===== src/cpid_pkg.sv =====
// ----------------------------------------------------------------------------
// cpid_pkg
// Shared types, constants and the control store of the cascaded
// position/speed PID.
// ----------------------------------------------------------------------------
package cpid_pkg;

  localparam int FLOW_W = 16;
  localparam int GAIN_W = 16;
  localparam int CMD_W  = 14;
  localparam int CFG_AW = 3;
  localparam int CFG_DW = 16;

  localparam int MUL_W  = 32;
  localparam int PROD_W = 64;
  localparam int ACC_W  = 48;
  localparam int ERR_W  = 17;
  localparam int PI_W   = 28;
  localparam int OUT_W  = 29;
  localparam int SE_W   = 22;
  localparam int SI_W   = 22;
  localparam int Q_W    = 30;
  localparam int DQ_W   = 37;
  localparam int PC_W   = 5;

  // Q16.16 limits
  localparam logic signed [ACC_W-1:0] POS_I_LIM = 48'sd131072000;
  localparam logic signed [ACC_W-1:0] POS_O_LIM = 48'sd196608000;
  localparam logic signed [ACC_W-1:0] SPD_I_LIM = 48'sd1310720;
  localparam logic signed [ACC_W-1:0] SPD_O_LIM = 48'sd1966080;
  localparam logic [FLOW_W-1:0]       THR_MIN   = 16'd100;

  // Reciprocals for divide by constant: q0 = (n * K) >> S, then one fixup
  localparam logic [MUL_W-1:0] K_DIV10  = 32'd419430;
  localparam logic [MUL_W-1:0] K_DIV125 = 32'd137438953;
  localparam logic [MUL_W-1:0] K_DIV100 = 32'd171798691;
  localparam int S_DIV10  = 22;
  localparam int S_DIV1XX = 34;

  typedef enum logic [CFG_AW-1:0] {
    CFG_POS_KP = 3'd0,
    CFG_POS_KI = 3'd1,
    CFG_POS_KD = 3'd2,
    CFG_SPD_KP = 3'd3,
    CFG_SPD_KI = 3'd4,
    CFG_SPD_KD = 3'd5,
    CFG_HOLD_X = 3'd6,
    CFG_HOLD_Y = 3'd7
  } cfg_idx_t;

  typedef enum logic [1:0] {
    DIV_10,
    DIV_125,
    DIV_100
  } dsel_t;

  typedef enum logic [4:0] {
    OP_NOP,
    OP_LD_POS,
    OP_DMUL,
    OP_DFIX,
    OP_WR_POS,
    OP_M_PI,
    OP_AC_PI,
    OP_ZERO_PI,
    OP_M_PP,
    OP_AC_SET,
    OP_M_PD,
    OP_AC_OUT,
    OP_LD_V,
    OP_LD_SE,
    OP_M_SI,
    OP_AC_SI,
    OP_M_SP,
    OP_AC_ADD,
    OP_M_SD,
    OP_AC_CMD
  } op_t;

  typedef enum logic [1:0] {
    JMP_NONE,
    JMP_NLOW,
    JMP_AXIS,
    JMP_END
  } jmp_t;

  typedef struct packed {
    op_t             op;
    jmp_t            jmp;
    logic [PC_W-1:0] target;
  } uword_t;

  typedef struct packed {
    op_t  op;
    logic ax;
  } dp_ctl_t;

  localparam logic AX_ROLL  = 1'b0;
  localparam logic AX_PITCH = 1'b1;

  localparam logic [PC_W-1:0] PC_AXIS = 5'd0;
  localparam logic [PC_W-1:0] PC_PP   = 5'd7;

  // Control store: one axis program, run for roll then pitch, then emit.
  function automatic uword_t ucode(input logic [PC_W-1:0] pc);
    uword_t w;
    w = '{OP_NOP, JMP_END, PC_AXIS};
    case (pc)
      5'd0:  w = '{OP_LD_POS,  JMP_NONE, PC_AXIS};
      5'd1:  w = '{OP_DMUL,    JMP_NONE, PC_AXIS};
      5'd2:  w = '{OP_DFIX,    JMP_NONE, PC_AXIS};
      5'd3:  w = '{OP_WR_POS,  JMP_NONE, PC_AXIS};
      5'd4:  w = '{OP_M_PI,    JMP_NONE, PC_AXIS};
      5'd5:  w = '{OP_AC_PI,   JMP_NLOW, PC_PP};
      5'd6:  w = '{OP_ZERO_PI, JMP_NONE, PC_AXIS};
      5'd7:  w = '{OP_M_PP,    JMP_NONE, PC_AXIS};
      5'd8:  w = '{OP_AC_SET,  JMP_NONE, PC_AXIS};
      5'd9:  w = '{OP_M_PD,    JMP_NONE, PC_AXIS};
      5'd10: w = '{OP_AC_OUT,  JMP_NONE, PC_AXIS};
      5'd11: w = '{OP_LD_V,    JMP_NONE, PC_AXIS};
      5'd12: w = '{OP_DMUL,    JMP_NONE, PC_AXIS};
      5'd13: w = '{OP_DFIX,    JMP_NONE, PC_AXIS};
      5'd14: w = '{OP_LD_SE,   JMP_NONE, PC_AXIS};
      5'd15: w = '{OP_DMUL,    JMP_NONE, PC_AXIS};
      5'd16: w = '{OP_DFIX,    JMP_NONE, PC_AXIS};
      5'd17: w = '{OP_M_SI,    JMP_NONE, PC_AXIS};
      5'd18: w = '{OP_AC_SI,   JMP_NONE, PC_AXIS};
      5'd19: w = '{OP_M_SP,    JMP_NONE, PC_AXIS};
      5'd20: w = '{OP_AC_ADD,  JMP_NONE, PC_AXIS};
      5'd21: w = '{OP_M_SD,    JMP_NONE, PC_AXIS};
      5'd22: w = '{OP_AC_CMD,  JMP_AXIS, PC_AXIS};
      5'd23: w = '{OP_NOP,     JMP_END,  PC_AXIS};
      default: w = '{OP_NOP,   JMP_END,  PC_AXIS};
    endcase
    return w;
  endfunction

endpackage


===== src/cpid_in_if.sv =====
// ----------------------------------------------------------------------------
// cpid_in_if
// Input channel: flow and throttle item with valid/ready handshake.
// ----------------------------------------------------------------------------
interface cpid_in_if import cpid_pkg::*; ();
  logic                     valid;
  logic                     ready;
  logic signed [FLOW_W-1:0] flow_x;
  logic signed [FLOW_W-1:0] flow_y;
  logic [FLOW_W-1:0]        throttle;

  modport source (output valid, flow_x, flow_y, throttle, input ready);
  modport sink   (input valid, flow_x, flow_y, throttle, output ready);
endinterface


===== src/cpid_out_if.sv =====
// ----------------------------------------------------------------------------
// cpid_out_if
// Result channel: roll and pitch commands with valid/ready handshake.
// ----------------------------------------------------------------------------
interface cpid_out_if import cpid_pkg::*; ();
  logic                    valid;
  logic                    ready;
  logic signed [CMD_W-1:0] roll_cmd;
  logic signed [CMD_W-1:0] pitch_cmd;

  modport source (output valid, roll_cmd, pitch_cmd, input ready);
  modport sink   (input valid, roll_cmd, pitch_cmd, output ready);
endinterface


===== src/cpid_dpath.sv =====
// ----------------------------------------------------------------------------
// cpid_dpath
// Datapath of the PID sequencer: config registers, per-axis loop state,
// one shared multiplier, divide-by-constant fixup and the accumulator.
// ----------------------------------------------------------------------------
module cpid_dpath import cpid_pkg::*; (
  input  logic                     clk,
  input  logic                     rst_n,
  input  logic                     cfg_we,
  input  logic [CFG_AW-1:0]        cfg_addr,
  input  logic [CFG_DW-1:0]        cfg_wdata,
  input  logic                     ld,
  input  logic signed [FLOW_W-1:0] flow_x,
  input  logic signed [FLOW_W-1:0] flow_y,
  input  logic [FLOW_W-1:0]        throttle,
  input  logic                     en,
  input  dp_ctl_t                  ctl,
  output logic                     low_thr,
  output logic signed [CMD_W-1:0]  roll_cmd,
  output logic signed [CMD_W-1:0]  pitch_cmd
);

  function automatic logic signed [ACC_W-1:0] clamp_acc(
    input logic signed [ACC_W-1:0] x,
    input logic signed [ACC_W-1:0] lim
  );
    logic signed [ACC_W-1:0] y;
    y = x;
    if (x > lim) begin
      y = lim;
    end else if (x < -lim) begin
      y = -lim;
    end
    return y;
  endfunction

  // divide by 256, truncating toward zero
  function automatic logic signed [ACC_W-1:0] trunc256(input logic signed [ACC_W-1:0] x);
    logic signed [ACC_W-1:0] b;
    b = x[ACC_W-1] ? x + ACC_W'(255) : x;
    return b >>> 8;
  endfunction

  // config
  logic [GAIN_W-1:0]        pos_kp_r, pos_ki_r, pos_kd_r;
  logic [GAIN_W-1:0]        spd_kp_r, spd_ki_r, spd_kd_r;
  logic signed [FLOW_W-1:0] hold_x_r, hold_y_r;

  // item
  logic signed [FLOW_W-1:0] flow_x_r, flow_y_r;
  logic                     low_r;

  // per-axis state
  logic signed [FLOW_W-1:0] pos_r   [2];
  logic signed [PI_W-1:0]   pi_r    [2];
  logic signed [ERR_W-1:0]  le_r    [2];
  logic signed [SI_W-1:0]   si_r    [2];
  logic signed [SE_W:0]     lse_r   [2];
  logic signed [CMD_W-1:0]  cmd_r   [2];

  // scratch
  logic [Q_W-1:0]           mag_r;
  logic                     neg_r;
  dsel_t                    dsel_r;
  logic signed [PROD_W-1:0] prod_r;
  logic signed [31:0]       res_r;
  logic signed [ERR_W-1:0]  e_r;
  logic signed [ACC_W-1:0]  acc_r;
  logic signed [OUT_W-1:0]  out_r;

  logic                     ax;
  logic signed [FLOW_W-1:0] flow_sel;
  logic signed [FLOW_W-1:0] hold_sel;
  logic signed [20:0]       px;
  logic signed [20:0]       pos_x10;
  logic signed [33:0]       ld_val;
  logic [Q_W-1:0]           mag_nxt;
  logic signed [MUL_W-1:0]  mul_a, mul_b;
  logic signed [PROD_W-1:0] prod_nxt;
  logic [Q_W-1:0]           q0, q_fix;
  logic [DQ_W-1:0]          dq, rem, dval;
  logic signed [31:0]       res_nxt;
  logic signed [FLOW_W-1:0] pos_nxt;
  logic signed [ERR_W-1:0]  e_nxt;
  logic signed [ACC_W-1:0]  prod_sh8, prod_t;
  logic signed [ACC_W-1:0]  pi_nxt, out_nxt, si_nxt, cmd_sum;
  logic signed [ACC_W-1:0]  cmd_full;

  assign ax       = ctl.ax;
  assign flow_sel = (ax == AX_PITCH) ? flow_x_r : flow_y_r;
  assign hold_sel = (ax == AX_PITCH) ? hold_x_r : hold_y_r;

  assign px      = 21'(pos_r[ax]);
  assign pos_x10 = (px <<< 3) + (px <<< 1) + 21'(flow_sel);

  // dividend for the next divide-by-constant
  always_comb begin
    case (ctl.op)
      OP_LD_POS: ld_val = 34'(pos_x10);
      OP_LD_V:   ld_val = 34'(flow_sel) <<< 13;
      OP_LD_SE:  ld_val = 34'(res_r) - 34'(out_r);
      default:   ld_val = '0;
    endcase
  end

  always_comb begin
    logic signed [33:0] a;
    a       = ld_val[33] ? -ld_val : ld_val;
    mag_nxt = a[Q_W-1:0];
  end

  // shared multiplier operand select
  always_comb begin
    case (ctl.op)
      OP_DMUL: begin
        case (dsel_r)
          DIV_10:  mul_a = K_DIV10;
          DIV_125: mul_a = K_DIV125;
          DIV_100: mul_a = K_DIV100;
          default: mul_a = '0;
        endcase
        mul_b = MUL_W'(mag_r);
      end
      OP_M_PI: begin
        mul_a = MUL_W'(pos_ki_r);
        mul_b = MUL_W'(e_r);
      end
      OP_M_PP: begin
        mul_a = MUL_W'(pos_kp_r);
        mul_b = MUL_W'(e_r);
      end
      OP_M_PD: begin
        mul_a = MUL_W'(pos_kd_r);
        mul_b = MUL_W'(e_r) - MUL_W'(le_r[ax]);
      end
      OP_M_SI: begin
        mul_a = MUL_W'(spd_ki_r);
        mul_b = res_r;
      end
      OP_M_SP: begin
        mul_a = MUL_W'(spd_kp_r);
        mul_b = res_r;
      end
      OP_M_SD: begin
        mul_a = MUL_W'(spd_kd_r);
        mul_b = res_r - MUL_W'(lse_r[ax]);
      end
      default: begin
        mul_a = '0;
        mul_b = '0;
      end
    endcase
  end

  assign prod_nxt = PROD_W'(mul_a) * PROD_W'(mul_b);

  // reciprocal estimate is at most one low; one compare-subtract fixes it
  always_comb begin
    case (dsel_r)
      DIV_10: begin
        q0   = prod_r[S_DIV10 +: Q_W];
        dq   = (DQ_W'(q0) << 3) + (DQ_W'(q0) << 1);
        dval = DQ_W'(10);
      end
      DIV_125: begin
        q0   = prod_r[S_DIV1XX +: Q_W];
        dq   = (DQ_W'(q0) << 7) - (DQ_W'(q0) << 2) + DQ_W'(q0);
        dval = DQ_W'(125);
      end
      DIV_100: begin
        q0   = prod_r[S_DIV1XX +: Q_W];
        dq   = (DQ_W'(q0) << 6) + (DQ_W'(q0) << 5) + (DQ_W'(q0) << 2);
        dval = DQ_W'(100);
      end
      default: begin
        q0   = '0;
        dq   = '0;
        dval = DQ_W'(1);
      end
    endcase
    rem     = DQ_W'(mag_r) - dq;
    q_fix   = (rem >= dval) ? q0 + Q_W'(1) : q0;
    res_nxt = neg_r ? -$signed(32'(q_fix)) : $signed(32'(q_fix));
  end

  // saturate the dead-reckoned position, then form the position error
  always_comb begin
    if (res_r > 32'sd32767) begin
      pos_nxt = 16'sh7FFF;
    end else if (res_r < -32'sd32768) begin
      pos_nxt = 16'sh8000;
    end else begin
      pos_nxt = res_r[FLOW_W-1:0];
    end
    e_nxt = ERR_W'(hold_sel) - ERR_W'(pos_nxt);
  end

  assign prod_sh8 = {prod_r[ACC_W-9:0], 8'b0};
  assign prod_t   = trunc256(prod_r[ACC_W-1:0]);
  assign pi_nxt   = clamp_acc(ACC_W'(pi_r[ax]) + prod_sh8, POS_I_LIM);
  assign out_nxt  = clamp_acc(acc_r + prod_sh8, POS_O_LIM);
  assign si_nxt   = clamp_acc(ACC_W'(si_r[ax]) + prod_t, SPD_I_LIM);
  assign cmd_sum  = clamp_acc(acc_r + prod_t, SPD_O_LIM);
  assign cmd_full = trunc256(cmd_sum);

  // config, item and loop state
  always_ff @(posedge clk) begin
    if (!rst_n) begin
      pos_kp_r <= '0;
      pos_ki_r <= '0;
      pos_kd_r <= '0;
      spd_kp_r <= '0;
      spd_ki_r <= '0;
      spd_kd_r <= '0;
      hold_x_r <= '0;
      hold_y_r <= '0;
      low_r    <= 1'b0;
      for (int i = 0; i < 2; i++) begin
        pos_r[i] <= '0;
        pi_r[i]  <= '0;
        le_r[i]  <= '0;
        si_r[i]  <= '0;
        lse_r[i] <= '0;
      end
    end else begin
      if (cfg_we) begin
        case (cfg_idx_t'(cfg_addr))
          CFG_POS_KP: pos_kp_r <= cfg_wdata;
          CFG_POS_KI: pos_ki_r <= cfg_wdata;
          CFG_POS_KD: pos_kd_r <= cfg_wdata;
          CFG_SPD_KP: spd_kp_r <= cfg_wdata;
          CFG_SPD_KI: spd_ki_r <= cfg_wdata;
          CFG_SPD_KD: spd_kd_r <= cfg_wdata;
          CFG_HOLD_X: hold_x_r <= cfg_wdata;
          CFG_HOLD_Y: hold_y_r <= cfg_wdata;
          default: ;
        endcase
      end
      if (ld) begin
        low_r <= (throttle < THR_MIN);
      end
      if (en) begin
        case (ctl.op)
          OP_WR_POS:  pos_r[ax] <= pos_nxt;
          OP_AC_PI:   pi_r[ax]  <= pi_nxt[PI_W-1:0];
          OP_ZERO_PI: pi_r[ax]  <= '0;
          OP_M_PD:    le_r[ax]  <= e_r;
          OP_AC_SI:   si_r[ax]  <= si_nxt[SI_W-1:0];
          OP_M_SD:    lse_r[ax] <= res_r[SE_W:0];
          default: ;
        endcase
      end
    end
  end

  // scratch and payload
  always_ff @(posedge clk) begin
    if (ld) begin
      flow_x_r <= flow_x;
      flow_y_r <= flow_y;
    end
    if (en) begin
      case (ctl.op)
        OP_LD_POS: begin
          mag_r  <= mag_nxt;
          neg_r  <= ld_val[33];
          dsel_r <= DIV_10;
        end
        OP_LD_V: begin
          mag_r  <= mag_nxt;
          neg_r  <= ld_val[33];
          dsel_r <= DIV_125;
        end
        OP_LD_SE: begin
          mag_r  <= mag_nxt;
          neg_r  <= ld_val[33];
          dsel_r <= DIV_100;
        end
        OP_DMUL, OP_M_PI, OP_M_PP, OP_M_PD, OP_M_SI, OP_M_SP, OP_M_SD: begin
          prod_r <= prod_nxt;
        end
        OP_DFIX:   res_r    <= res_nxt;
        OP_WR_POS: e_r      <= e_nxt;
        OP_AC_SET: acc_r    <= prod_sh8 + ACC_W'(pi_r[ax]);
        OP_AC_OUT: out_r    <= out_nxt[OUT_W-1:0];
        OP_AC_SI:  acc_r    <= si_nxt;
        OP_AC_ADD: acc_r    <= acc_r + prod_t;
        OP_AC_CMD: cmd_r[ax] <= cmd_full[CMD_W-1:0];
        default: ;
      endcase
    end
  end

  assign low_thr   = low_r;
  assign roll_cmd  = cmd_r[AX_ROLL];
  assign pitch_cmd = cmd_r[AX_PITCH];

endmodule


===== src/cascaded_position_speed_pid.sv =====
// ----------------------------------------------------------------------------
// cascaded_position_speed_pid
// Optical-flow position hold: outer position PID feeding an inner speed PID
// per axis, roll on y and pitch on x, commands out in Q6.8.
// ----------------------------------------------------------------------------
// A microcoded sequencer runs a 24-step control store through one shared
// 32x32 multiplier, one product per step. When throttle is below 100, the
// integrator clear step also runs on both axes. A new item is taken in the
// cycle after the result is loaded, never while one is being worked on. The
// result sits in an output register; if it has not been taken by the time
// the next result is ready, the sequencer waits on its last step.
// Configuration writes take effect at once and belong between items.
module cascaded_position_speed_pid import cpid_pkg::*; (
  input  logic              clk,
  input  logic              rst_n,
  input  logic              cfg_we,
  input  logic [CFG_AW-1:0] cfg_addr,
  input  logic [CFG_DW-1:0] cfg_wdata,
  cpid_in_if.sink           in_ch,
  cpid_out_if.source        out_ch
);

  logic                    busy_r;
  logic [PC_W-1:0]         pc_r;
  logic                    ax_r;
  logic                    out_valid_r;
  logic signed [CMD_W-1:0] out_roll_r;
  logic signed [CMD_W-1:0] out_pitch_r;

  uword_t                  uw;
  dp_ctl_t                 ctl;
  logic                    accept;
  logic                    emit_stall;
  logic                    step_en;
  logic                    low_thr;
  logic signed [CMD_W-1:0] roll_cmd;
  logic signed [CMD_W-1:0] pitch_cmd;
  logic [PC_W-1:0]         pc_nxt;

  assign uw         = ucode(pc_r);
  assign in_ch.ready = rst_n && !busy_r;
  assign accept     = in_ch.valid && in_ch.ready;
  assign emit_stall = (uw.jmp == JMP_END) && out_valid_r && !out_ch.ready;
  assign step_en    = busy_r && !emit_stall;

  assign ctl = '{op: uw.op, ax: ax_r};

  always_comb begin
    pc_nxt = pc_r + PC_W'(1);
    case (uw.jmp)
      JMP_NLOW: if (!low_thr) begin
        pc_nxt = uw.target;
      end
      JMP_AXIS: if (ax_r == AX_ROLL) begin
        pc_nxt = uw.target;
      end
      JMP_END:  pc_nxt = PC_AXIS;
      JMP_NONE: ;
      default: ;
    endcase
  end

  always_ff @(posedge clk) begin
    if (!rst_n) begin
      busy_r      <= 1'b0;
      pc_r        <= PC_AXIS;
      ax_r        <= AX_ROLL;
      out_valid_r <= 1'b0;
    end else begin
      if (accept) begin
        busy_r <= 1'b1;
        pc_r   <= PC_AXIS;
        ax_r   <= AX_ROLL;
      end else if (step_en) begin
        pc_r <= pc_nxt;
        if (uw.jmp == JMP_AXIS && ax_r == AX_ROLL) begin
          ax_r <= AX_PITCH;
        end
        if (uw.jmp == JMP_END) begin
          busy_r <= 1'b0;
        end
      end
      if (step_en && uw.jmp == JMP_END) begin
        out_valid_r <= 1'b1;
      end else if (out_ch.ready) begin
        out_valid_r <= 1'b0;
      end
    end
  end

  always_ff @(posedge clk) begin
    if (step_en && uw.jmp == JMP_END) begin
      out_roll_r  <= roll_cmd;
      out_pitch_r <= pitch_cmd;
    end
  end

  assign out_ch.valid     = out_valid_r;
  assign out_ch.roll_cmd  = out_roll_r;
  assign out_ch.pitch_cmd = out_pitch_r;

  cpid_dpath u_dpath (
    .clk       (clk),
    .rst_n     (rst_n),
    .cfg_we    (cfg_we),
    .cfg_addr  (cfg_addr),
    .cfg_wdata (cfg_wdata),
    .ld        (accept),
    .flow_x    (in_ch.flow_x),
    .flow_y    (in_ch.flow_y),
    .throttle  (in_ch.throttle),
    .en        (step_en),
    .ctl       (ctl),
    .low_thr   (low_thr),
    .roll_cmd  (roll_cmd),
    .pitch_cmd (pitch_cmd)
  );

endmodule

===== src/flat_wrapper.sv =====
// flat-port wrapper written by rule: the top's interface ports become plain ports
module cascaded_position_speed_pid_flat import cpid_pkg::*;
  (clk, rst_n, cfg_we, cfg_addr, cfg_wdata, in_ch_valid, in_ch_flow_x, in_ch_flow_y, in_ch_throttle, in_ch_ready, out_ch_valid, out_ch_roll_cmd, out_ch_pitch_cmd, out_ch_ready);
  cpid_in_if in_ch_i ();
  cpid_out_if out_ch_i ();
  input  logic clk;
  input  logic rst_n;
  input  logic cfg_we;
  input  logic [CFG_AW-1:0] cfg_addr;
  input  logic [CFG_DW-1:0] cfg_wdata;
  input wire logic [$bits(in_ch_i.valid)-1:0] in_ch_valid;
  input wire logic [$bits(in_ch_i.flow_x)-1:0] in_ch_flow_x;
  input wire logic [$bits(in_ch_i.flow_y)-1:0] in_ch_flow_y;
  input wire logic [$bits(in_ch_i.throttle)-1:0] in_ch_throttle;
  output wire logic [$bits(in_ch_i.ready)-1:0] in_ch_ready;
  output wire logic [$bits(out_ch_i.valid)-1:0] out_ch_valid;
  output wire logic [$bits(out_ch_i.roll_cmd)-1:0] out_ch_roll_cmd;
  output wire logic [$bits(out_ch_i.pitch_cmd)-1:0] out_ch_pitch_cmd;
  input wire logic [$bits(out_ch_i.ready)-1:0] out_ch_ready;
  assign in_ch_i.valid = in_ch_valid;
  assign in_ch_i.flow_x = in_ch_flow_x;
  assign in_ch_i.flow_y = in_ch_flow_y;
  assign in_ch_i.throttle = in_ch_throttle;
  assign in_ch_ready = in_ch_i.ready;
  assign out_ch_valid = out_ch_i.valid;
  assign out_ch_roll_cmd = out_ch_i.roll_cmd;
  assign out_ch_pitch_cmd = out_ch_i.pitch_cmd;
  assign out_ch_i.ready = out_ch_ready;
  cascaded_position_speed_pid u_core (.clk(clk), .rst_n(rst_n), .cfg_we(cfg_we), .cfg_addr(cfg_addr), .cfg_wdata(cfg_wdata), .in_ch(in_ch_i), .out_ch(out_ch_i));
endmodule

===== config.mk =====
export PLATFORM = sky130hd
export DESIGN_NAME = cascaded_position_speed_pid_flat
export DESIGN_NICKNAME = d
export VERILOG_FILES = /design/src/cpid_pkg.sv /design/src/cpid_in_if.sv /design/src/cpid_out_if.sv /design/src/cpid_dpath.sv /design/src/cascaded_position_speed_pid.sv /design/src/flat_wrapper.sv
export SDC_FILE = /design/constraint.sdc
export NUM_CORES = 2
export LEC_CHECK = 0
export ABC_AREA = 1
export BUFFER_PORTS_ARGS = -buffer_cell sky130_fd_sc_hd__buf_2
export CAP_MARGIN = 20
export CORE_MARGIN = 10
export CORE_UTILIZATION = 31
export CTS_BUF_LIST = sky130_fd_sc_hd__clkbuf_8
export CTS_CLUSTER_SIZE = 16
export DETAILED_ROUTE_END_ITERATION = 10
export PLACE_DENSITY_LB_ADDON = 0.15
export SYNTH_ARGS = -nofsm -noshare
export SYNTH_HDL_FRONTEND = slang
export SYNTH_HIERARCHICAL = 1
export SYNTH_SLANG_ARGS = --single-unit
export TNS_END_PERCENT = 20

===== constraint.sdc =====
create_clock -name clk -period 31.6 [get_ports clk]
set_clock_uncertainty 0.1 [all_clocks]
set_input_delay 6.32 -clock clk [delete_from_list [all_inputs] [get_ports clk]]
set_output_delay 6.32 -clock clk [all_outputs]
set_load 0.05 [all_outputs]

==> impl_metrics.yaml <==
critical_path:
  worst-r2r-setup-slack_ns: 17.70
  worst_path_most_repeated_cell: "sky130_fd_sc_hd__nand2_1"
  critical-path-slowest-cell: "sky130_fd_sc_hd__nor2_2"
  cp.required_ns: 32.07
  critPathKind: "reg2reg"
  slowest_delay_ns: 0.89
  startpoint_type: "register"
  ff2ff_path_depth: 54
  highest_net_fanout_along_the_worst_path: 51
  critical_path_end_type: "register"
  crit_arrival_ns: 14.37
timing:
  report.final.slew_viol_count: 0
  whs_ns: 0.3172
  setup_total_negative_slack_ns: 0
  setup_viol: 0
  fin_crit_period_ns: 13.90
  timing_worst_slew_pin_value_ns: 1.137
  slew-limit-headroom_pct: 23.40
  timing.fmax_ghz: 0.07194
  fin_crit_sh_pct: 43.99
  rsz0062_at_grt: "false"
  final_hold_viol_count: 0
floorplanning:
  core.rowCount: 194
  die_width_um: 549.8
  chipHeight_um: 549.8
  floorplan.initialDensity_pct: 31.14
  core-area_um2: 279400
  die-area_um2: 302300
  floorplan.io_pins: 102
drt:
  avgViaCountPerCell: 4.967
  drt_pre_antenna_iters: 6
  remaining_drc_errors: 0
  num_vias: 76959
  drt_wl_total_um: 332100
  drtAntennaViolNets: 0
  dr.first_iter.drc_count: 5707
  detail_route.wl_per_cell_um: 21.43
synthesis:
  yosys.area_share.adder_pct: 30.33
  syn-mean-instance-area_um2: 7.544
  synth.area.mux_share_pct: 0.4372
  combinational_family_with_the_most_area_after_synthesis: "adder cells"
  post_synth_xor_area_fraction_pct: 3.840
  synth_enable_flop_cells: 523
  synthSimpleGateAreaFrac_pct: 22.15
  synthesis.yosys.warnings: 6
  netlist-cell-type-count: 75
  seq_area_frac_synth_pct: 21.39
  synth-main-ff-cell: "sky130_fd_sc_hd__edfxtp_1"
  synth_compound_gate_area_share_pct: 10.31
  syn-instance-count: 11533
  ys_ff_latch: 668
  synthArstFlopShare_pct: 0
  synth_area_um2: 87000
worst_hold_path:
  worstHoldPathCells: 0
  timing.hold.worst.class: "reg2reg"
pwr:
  share_clk_of_total_power_pct: 27.9
  combinationalPowerShare_pct: 36.2
  net_switching_power_w: 0.001131
  switching_share_pct: 39.18
  power_frac_seq_pct: 35.9
  power.internal_w: 0.001755
  ir_drop_mv: 0.04185
  power_density_relative_to_cell_area_nw_per_um2: 30.41
  total_leakage_power_nw: 46.47
outcome:
  status: "complete, no violations"
place:
  place_hpwl_um: 274200
  place.port_buffers: 99
  gp_routability_congestion: 0.9532
  placed_cells: 15264
clocking:
  cts_buffers: 119
  cts.htree.levels: 3
  insertion_delay_ns: 0.88
  ctsHoldBuffers: 0
  cts_tree: "yes"
  postCtsSetupBuffers: 0
  ctsResizeCount: 0
  cts.reportedPaths.clkPinSlew_ns: 0.06
  clock-sinks: 668
  root_buffer: "sky130_fd_sc_hd__clkbuf_8"
  clk_path_buf_depth: 3
grt:
  maximum_number_of_pins_on_one_net_before_global_route_repair: 128
  grt_antenna_before_repair: 13
  grt_pass1_vias: 77058
  wire_length_of_the_first_global_routing_pass_um: 494000
  globalRouteOverflowTotal: 0
  grtUsageTotal_pct: 21.43
final_layout:
  area_growth_pct: 9.081
  final_nets: 13314
  drive_gt1_share_pct: 5.601
  number_of_cells_in_the_finished_layout_apart_from_fillers: 15495
  fill_cells: 29954
job:
  maxCapViolations: 0
==> stage by stage <==
| stage | setup slack, ns | utilization (%) | cell area, um^2 | total power [W] |
|---|---|---|---|---|
| floorplan | 18.35 | - | 87100 | 0.001764 |
| global placement | 17.59 | 33.10 | 92480 | 0.002095 |
| detailed placement | 17.59 | 33.12 | 92520 | 0.002101 |
| CTS | 17.56 | 33.94 | 94810 | 0.002923 |
| global route | 16.67 | 33.97 | 94900 | 0.003083 |
| finish | 17.70 | 33.97 | 94910 | 0.002886 |
==> routing by layer <==
metal  wire length (um)  vias to the layer above  global-route usage (%)
li1                   -                    36743                       -
met1             152500                    37671                   29.70
met2             153300                     2140                   35.71
met3              16080                      397                   1.961
met4              10110                        8                   5.911
met5                 55                        -                       0
==> power by group through the flow <==
stage | clock (W) | sequential (W) | combinational (W)
after floorplan | 0 | 0.00103 | 0.000736
after global placement | 0 | 0.00105 | 0.00104
after detailed placement | 0 | 0.00105 | 0.00105
after CTS | 0.000836 | 0.00103 | 0.00105
after global routing | 0.000872 | 0.00104 | 0.00118
final | 0.000806 | 0.00103 | 0.00105
==> worst max-delay path: cells and delay by family, from the launching register on <==
kind	cells	cell delay [ns]
fa+ha+maj	10	4.78
compound gates	16	2.94
simple gates	17	2.72
buf+inv	10	2.05
flops	1	0.77
xor+xnor	1	0.14
==> cell type report <==
cell class	instances	area, um^2	share of cell area (%)
inverters	2382	8961	9.442
flip-flops and latches	668	18610	19.61
clock inverters	102	651.9	0.6869
multi-input cells	8249	58690	61.83
diodes	5	12.51	0.01318
well taps	3724	4659	4.910
clock buffers	119	1638	1.726
repair buffers	246	1687	1.777
==> final timing paths <==
path                                     from                           to
hold reg to reg   u_core/u_dpath/cmd_r[1][13]  u_core/out_ch.pitch_cmd[13]
hold / removal    u_core/u_dpath/cmd_r[1][13]  u_core/out_ch.pitch_cmd[13]
setup / recovery                  u_core/ax_r    u_core/u_dpath/prod_r[52]
setup reg to reg                  u_core/ax_r    u_core/u_dpath/prod_r[52]
==> kinds of logic (layout without fill, tap and decap cells) <==
logic type | after synthesis | count (layout)
simple gates | 4638 | 4638
buf+inv | 2642 | 2849
compound gates | 1591 | 1591
fa+ha+maj | 1576 | 1576
flops | 668 | 668
xor+xnor | 378 | 378
mux | 38 | 38
other cells | 2 | 33
==> synthesized netlist by cell type (133+ instances only) <==
cell type                  count  area share (%)
sky130_fd_sc_hd__a21oi_1     679             3.9
sky130_fd_sc_hd__clkbuf_1    201            0.87
sky130_fd_sc_hd__dfxtp_1     145             3.3
sky130_fd_sc_hd__edfxtp_1    523              18
sky130_fd_sc_hd__fa_1        888              20
sky130_fd_sc_hd__ha_1        688             9.9
sky130_fd_sc_hd__inv_1      2337              10
sky130_fd_sc_hd__nand2_1    2443              11
sky130_fd_sc_hd__nand3_1     378             2.2
sky130_fd_sc_hd__nand4_1     133            0.96
sky130_fd_sc_hd__nor2_1     1284             5.5
sky130_fd_sc_hd__nor3_1      146            0.84
sky130_fd_sc_hd__o21ai_0     469             2.7
sky130_fd_sc_hd__xor2_1      253             2.5
==> cell usage in the layout, fill, tap and decap left out, types with 65 or more instances in the layout <==
| cell type | instances |
|---|---|
| sky130_fd_sc_hd__a31oi_1 | 68 |
| sky130_fd_sc_hd__clkbuf_8 | 119 |
| sky130_fd_sc_hd__nand2_1 | 2442 |
| sky130_fd_sc_hd__inv_1 | 2362 |
| sky130_fd_sc_hd__dfxtp_1 | 144 |
| sky130_fd_sc_hd__xnor2_1 | 121 |
| sky130_fd_sc_hd__nor4_1 | 65 |
| sky130_fd_sc_hd__o22ai_1 | 75 |
| sky130_fd_sc_hd__nand3_1 | 377 |
| sky130_fd_sc_hd__xor2_1 | 253 |
| sky130_fd_sc_hd__nor3_1 | 140 |
| sky130_fd_sc_hd__o21ai_0 | 469 |
| sky130_fd_sc_hd__ha_1 | 688 |
| sky130_fd_sc_hd__fa_1 | 888 |
| sky130_fd_sc_hd__nor2_1 | 1270 |
| sky130_fd_sc_hd__buf_2 | 98 |
| sky130_fd_sc_hd__nand4_1 | 133 |
| sky130_fd_sc_hd__a21oi_1 | 679 |
| sky130_fd_sc_hd__buf_4 | 142 |
| sky130_fd_sc_hd__edfxtp_1 | 523 |
==> registers in the layout (all words and copies together) (netlist names), 17 cells and up <==
register / flops
u_core/u_dpath/res_r: 32
u_core/u_dpath/prod_r: 64
u_core/u_dpath/si_r: 44
u_core/u_dpath/pi_r: 56
u_core/u_dpath/pos_r: 32
u_core/u_dpath/acc_r: 48
u_core/u_dpath/le_r: 34
u_core/u_dpath/mag_r: 30
u_core/u_dpath/lse_r: 46
u_core/u_dpath/out_r: 29
u_core/u_dpath/e_r: 17
u_core/u_dpath/cmd_r: 28
Power figures use the tool's default switching activity.
